## src/rtl/ssag_dist.sv

```systemverilog
// ssag_dist: three-stage pipelined squared distance between a sample and a stored entry.
// Stages: axis difference magnitude, square, sum. No package dependency.
module ssag_dist #(
  parameter int AXIS_BITS = 16
) (
  input  logic                         clk_i,
  input  logic                         rst_ni,
  input  logic                         vld_i,
  input  logic [2:0][AXIS_BITS-1:0]    smp_i,
  input  logic [2:0][AXIS_BITS-1:0]    ent_i,
  output logic                         vld_o,
  output logic                         busy_o,
  output logic [2*AXIS_BITS+1:0]       dist_o
);

  localparam int SQW = 2 * AXIS_BITS;
  localparam int DW  = SQW + 2;

  logic [2:0] vld_q;
  logic [AXIS_BITS-1:0] mag_d [3];
  logic [AXIS_BITS-1:0] mag_q [3];
  logic [SQW-1:0]       sq_q  [3];
  logic [DW-1:0]        sum_q;

  always_comb begin
    for (int a = 0; a < 3; a++) begin
      logic signed [AXIS_BITS:0] diff;
      logic        [AXIS_BITS:0] neg;
      diff = $signed({ent_i[a][AXIS_BITS-1], ent_i[a]})
           - $signed({smp_i[a][AXIS_BITS-1], smp_i[a]});
      neg  = -diff;
      mag_d[a] = diff[AXIS_BITS] ? neg[AXIS_BITS-1:0] : diff[AXIS_BITS-1:0];
    end
  end

  always_ff @(posedge clk_i or negedge rst_ni) begin
    if (!rst_ni) begin
      vld_q <= '0;
    end else begin
      vld_q <= {vld_q[1:0], vld_i};
    end
  end

  always_ff @(posedge clk_i) begin
    for (int a = 0; a < 3; a++) begin
      mag_q[a] <= mag_d[a];
      sq_q[a]  <= SQW'(mag_q[a]) * SQW'(mag_q[a]);
    end
    sum_q <= DW'(sq_q[0]) + DW'(sq_q[1]) + DW'(sq_q[2]);
  end

  assign vld_o  = vld_q[2];
  assign busy_o = |vld_q;
  assign dist_o = sum_q;

endmodule

```

## config.mk

```make
export PLATFORM = sky130hd
export DESIGN_NAME = ssag_dist
export DESIGN_NICKNAME = d
export VERILOG_FILES = /design/src/rtl/ssag_dist.sv
export SDC_FILE = /design/constraint.sdc
export NUM_CORES = 2
export LEC_CHECK = 0
export ABC_AREA = 1
export BUFFER_PORTS_ARGS = -buffer_cell sky130_fd_sc_hd__buf_2
export CORE_ASPECT_RATIO = 2
export CORE_UTILIZATION = 43
export DETAILED_ROUTE_END_ITERATION = 16
export PLACE_DENSITY = 0.6
export SYNTH_ARGS = -nofsm -noshare
export SYNTH_HDL_FRONTEND = slang
export SYNTH_SLANG_ARGS = --single-unit
```

## constraint.sdc

```tcl
create_clock -name clk_i -period 9.06 [get_ports clk_i]
set_clock_uncertainty 0.2 [all_clocks]
set_input_delay 0.906 -clock clk_i [delete_from_list [all_inputs] [get_ports clk_i]]
set_output_delay 0.906 -clock clk_i [all_outputs]
set_load 0.05 [all_outputs]
```

After elaboration in Yosys (flattened, before gate mapping):

Memory sizes are Yosys's and may differ from the RTL's.
Index checks and enable logic that the tools add are counted.

* register bits: 37
* memory bits (writable): 144
* input bits: 99
* output and inout bits: 36
* logic and storage cells: 19
* memories kept: 2

Memories
* sq_q: depth 3, width 32, read ports 3, clocked after memory_dff 0, wr ports 3, RTL line 22 `logic [SQW-1:0] sq_q [3];`
* mag_q: depth 3, width 16, read ports 3, clocked after memory_dff 0, wr ports 3, RTL line 21 `logic [AXIS_BITS-1:0] mag_q [3];`

* add/sub/neg operators: 8
* $mul: 3
* mux-type cells: 3
* reductions and logical operators: 1

Operators by type and width (number)
* $mul 16x16->32: 3
* $sub 16x16->17: 3
* $mux 16: 3
* $neg 16->16: 3
* $add 34x32->34: 1
* $add 32x32->33: 1
* $reduce_or 3->1: 1

Depth between registers and ports, before layout:

* depth in word-level cells: 3
* gate-level depth with buffers: 28
* gate-level depth less buffers: 26

Least setup slack after synthesis:

Ideal clock, no wire load.

* kind: reg-to-reg
* from: mem mag_q[2][1], in the netlist mag_q[0][33]
* to: mem sq_q[0][88] (netlist bit)
* library setup time: 0.120 ns
* data arrival time: 5.358 ns
* required time: 8.740 ns
* slack: 3.382 ns
* cell stages (with the launch flop): 26
* path buffers: 2
* period minus slack after synthesis: 5.678 ns
* cell sequence: dfxtp_1 clkbuf_1 clkbuf_1 nand2_1 inv_1 fa_1 inv_1 fa_1 inv_1 fa_1 inv_1 fa_1 inv_1 fa_1 inv_1 fa_1 inv_1 ha_1 nand2_1 nor2_1 nand4_1 o21ai_0 a21boi_0 nor2_1 nor2_1 xnor2_1

RTL lines (RTL line)
* start, declared: 21
* end, declared: 22

==> summary.md <==
| Metric | Value |
|---|---|
| Critical path's slowest cell | `dfxtp_1` |
| Slew headroom | `0.4040` |
| RD Place Congestion | `0.9231` |
| Overflow left after global routing | `0` |
| Endpoints failing hold | `0` |
| Longest Clk Path Bufs | `2` |
| Hold/Removal Path Class | `flip-flop to flip-flop` |
| Critical Path, Cell by Cell | `nand2_1, fa_1, inv_1, ha_1, o21bai_1, fa_1, inv_1, fa_1, inv_1, fa_1, inv_1, fa_1, inv_1, ha_1, nand2_1, nor2_1, nand4_1, o21ai_0, a21boi_0, nor2_1, nor2_1, xnor2_1` |
| Clk sinks | `178` |
| Clock latency on the worst-skew pair | `0.51 ns` |
| Final WL | `88300 um` |
| CP max FO | `16` |
| Root Buffer | `clkbuf_16` |
| Setup TNS | `0 ns` |
| Nets | `5493` |
| Worst slew pin tran | `0.8928 ns` |
| Worst r2r path cells | `22` |
| Crit Path Class | `flip-flop to flip-flop` |
| Sequential cell area fraction in the yosys report | `0.1066` |
| Clock slew at the register clock pins of the worst setup and hold paths | `0.09 ns` |
| CP Data Arrival Time | `6.55 ns` |
| Reg2reg start | `mag_q[0][39]` |
| Net count after synthesis | `5433` |
| First drt pass iteration count | `7` |
| Port Buffer Count | `134` |
| Max Freq | `0.1574 GHz` |
| Final setup fails | `0` |
| DIE AREA | `0.07923 mm2` |
| Top Ports | `135` |
| Synth area leaders | `fa_1, ha_1, inv_1, nand2_1, dfxtp_1` |
| Outcome | `complete, no violations` |
| CTS tree | `built` |
| RSZ-0062 raised after global routing | `false` |
| Worst setup margin | `2.706 ns` |
| Slew Limit Fails | `0` |
| Startpoint types | `flip-flop` |
| Die H | `397.1 um` |
| R2r setup slk | `2.71 ns` |
| Vias per inst | `4.899` |
| Placement Setup Slack | `2.689 ns` |
| Ys Warns | `0` |
| Worst setup EP type | `flip-flop` |
| R2r endpoint | `sq_q[0][88]` |
| Netlist Area Pre-Place | `0.03356 mm2` |
| CTS H-Tree Depth | `4` |
| Post-route clock period utilization | `0.7013` |
| Chip Width | `199.5 um` |
| Leading area contributor after synthesis | `fa_1` |
| Vias | `27030` |
| Register bit total from synthesis | `178` |
| Initial antenna violation count | `0` |
| Top-area cell type share of the netlist area | `0.2929` |
| Crit path to | `sq_q[0][88]` |
| Synth unique cells | `49` |
| Worst Path Required | `9.26 ns` |
| Min Clock Period, post-route | `6.354 ns` |
| Area grow syn2layout | `6.645%` |
| Hpwl dp | `77620 um` |
| Antenna Cells | `0` |
| DR iter-0 viols | `948` |
| Setup Buffers After CTS | `0` |
| Starting Density | `0.4351` |
| Filler cells | `8015` |
| Largest net degree at the start of global routing | `21` |
| Site Rows | `144` |
| GRT Total Usage | `0.2378` |
| Mean Syn Cell Area | `7.587 um2` |
| Average wire per standard cell | `16.00 um` |
| Core area | `0.07711 mm2` |
| Worst hold margin | `0.1776 ns` |
| Remaining DRCs | `0` |
| CP Launch Point | `mag_q[0][39]` |
| Mapped Cells | `4423` |
| First-pass GRT wire length | `144000 um` |
| Final ANT Viol Nets | `0` |
| CP peak stage delay | `0.91 ns` |
| Share of post-route cells with drive strength above 1 | `0.04560` |
| Number of global-route vias before repair | `29730` |
| Max-cap violations | `0` |
| TritonCTS buffer count | `17` |
-- registers in the layout, indices dropped and copies added (netlist names) --
register,flops
sq_q,93
mag_q,48
dist_o,34
vld_q,3
-- per-layer routing --
metal  wire (um)  part of all wire  global-route usage  up-vias
met2       51770              0.59              0.4939      475
met1       27610              0.31              0.1967    12940
met3        1791             0.020             0.02340      276
met5           0                 0                   0        -
li1            -                 -                   -    13340
met4        7136             0.081              0.1743        0
-- Yosys cell counts, drive strengths merged --
master   count
a31o         3
or3          1
xnor2       62
a21o        22
a21oi      184
and2         8
dfxtp      175
clkbuf      91
o21ai      106
ha         420
o211ai       4
a22oi        1
o221ai       1
nor2       240
buf          5
nand4       36
nand3b       6
o31ai        3
or2          8
nand2      968
o2111ai      2
nor4         2
dfrtp        3
inv       1181
o21bai      25
nand3      130
a211oi       6
a221oi       3
nor3        34
a21boi       6
o21a         9
fa         491
xor2       164
a31oi       23
-- layout make-up --
class                      instances  area, um2  share of cell area
clock buffer                      18      450.4             0.01259
clock inverter                    14      180.2            0.005035
inverter                        1181       4433              0.1239
multi-input combinational       2968      25170              0.7033
sequential                       178       3578              0.1000
tap                             1022       1279             0.03573
timing repair buffer             137      695.7             0.01944
-- worst max-delay path: cells and delay by family (launching register included) --
family          cells  cell delay, ns
xor+xnor            1            0.13
fa+ha+maj           7            3.13
simple gates        6            0.73
buf+inv             5            0.30
flops               1            0.91
compound gates      3            0.85
-- kinds of logic after synthesis --
kind of cell | count (synthesis) | synth area share
AO/OA/AOI/OAI | 398 | 0.06727
XOR/XNOR | 226 | 0.05999
adder cells (fa/ha/maj) | 911 | 0.4495
buffers and inverters | 1277 | 0.1433
flip-flops | 178 | 0.1066
AND/OR/NAND/NOR | 1433 | 0.1733
-- layout by cell type (no fill, tap or decap), types with 3 or more instances in the layout --
| master | synthesis | layout |
|---|---|---|
| nand2_1 | 962 | 962 |
| a21oi_1 | 182 | 182 |
| and2_1 | 8 | 8 |
| dfxtp_1 | 175 | 175 |
| nand3_1 | 125 | 125 |
| o21bai_1 | 25 | 25 |
| inv_8 | 0 | 5 |
| nor2_1 | 236 | 236 |
| a211oi_1 | 6 | 6 |
| a21boi_0 | 6 | 6 |
| nand3b_1 | 5 | 5 |
| o21ai_0 | 101 | 101 |
| or2_2 | 8 | 8 |
| xnor2_1 | 62 | 62 |
| o31ai_1 | 3 | 3 |
| o21a_1 | 9 | 9 |
| xor2_1 | 161 | 161 |
| nand2_2 | 5 | 5 |
| nor3_1 | 33 | 33 |
| clkbuf_16 | 0 | 18 |
| a221oi_1 | 3 | 3 |
| nand4_1 | 36 | 36 |
| inv_1 | 1179 | 1179 |
| o21ai_1 | 4 | 4 |
| clkinv_4 | 0 | 3 |
| a31oi_1 | 23 | 23 |
| clkinv_8 | 0 | 6 |
| nor2_2 | 4 | 4 |
| buf_2 | 0 | 134 |
| fa_1 | 491 | 491 |
| a31o_2 | 3 | 3 |
| nand3_2 | 5 | 5 |
| ha_1 | 420 | 420 |
| o211ai_1 | 4 | 4 |
| dfrtp_1 | 3 | 3 |
| a21o_1 | 21 | 21 |
-- per-stage QoR --
stage	cell area, um2	cells	util
2_1_floorplan	33560	4423	-
3_3_place_gp	35150	5485	0.4558
3_5_place_dp	35150	5485	0.4558
4_1_cts	35790	5518	0.4641
5_1_grt	35790	5518	0.4641
6_report	35790	5518	0.4641
-- worst min-delay path by stage --
stage                      end   startpoint  slack [ns]  depth (start not counted)
finish                vld_q[2]     vld_q[1]        0.18                          0
global route          vld_q[1]     vld_q[0]        0.20                          0
CTS                   vld_q[2]     vld_q[1]        0.18                          0
detailed placement    vld_q[1]     vld_q[0]        0.16                          0
global placement      vld_q[1]     vld_q[0]        0.16                          0
floorplan           sq_q[0][0]  mag_q[0][0]        0.13                          0
-- timing repair --
item / CTS / global route
setup endpoints to repair: 0 / 0
hold endpoints to repair: 3 / 0
resized for setup: 0 / 0
hold buffers: 1 / 0
Power is not shown: default switching activity piles up to over one toggle a cycle in this logic, so the estimate is an artifact.
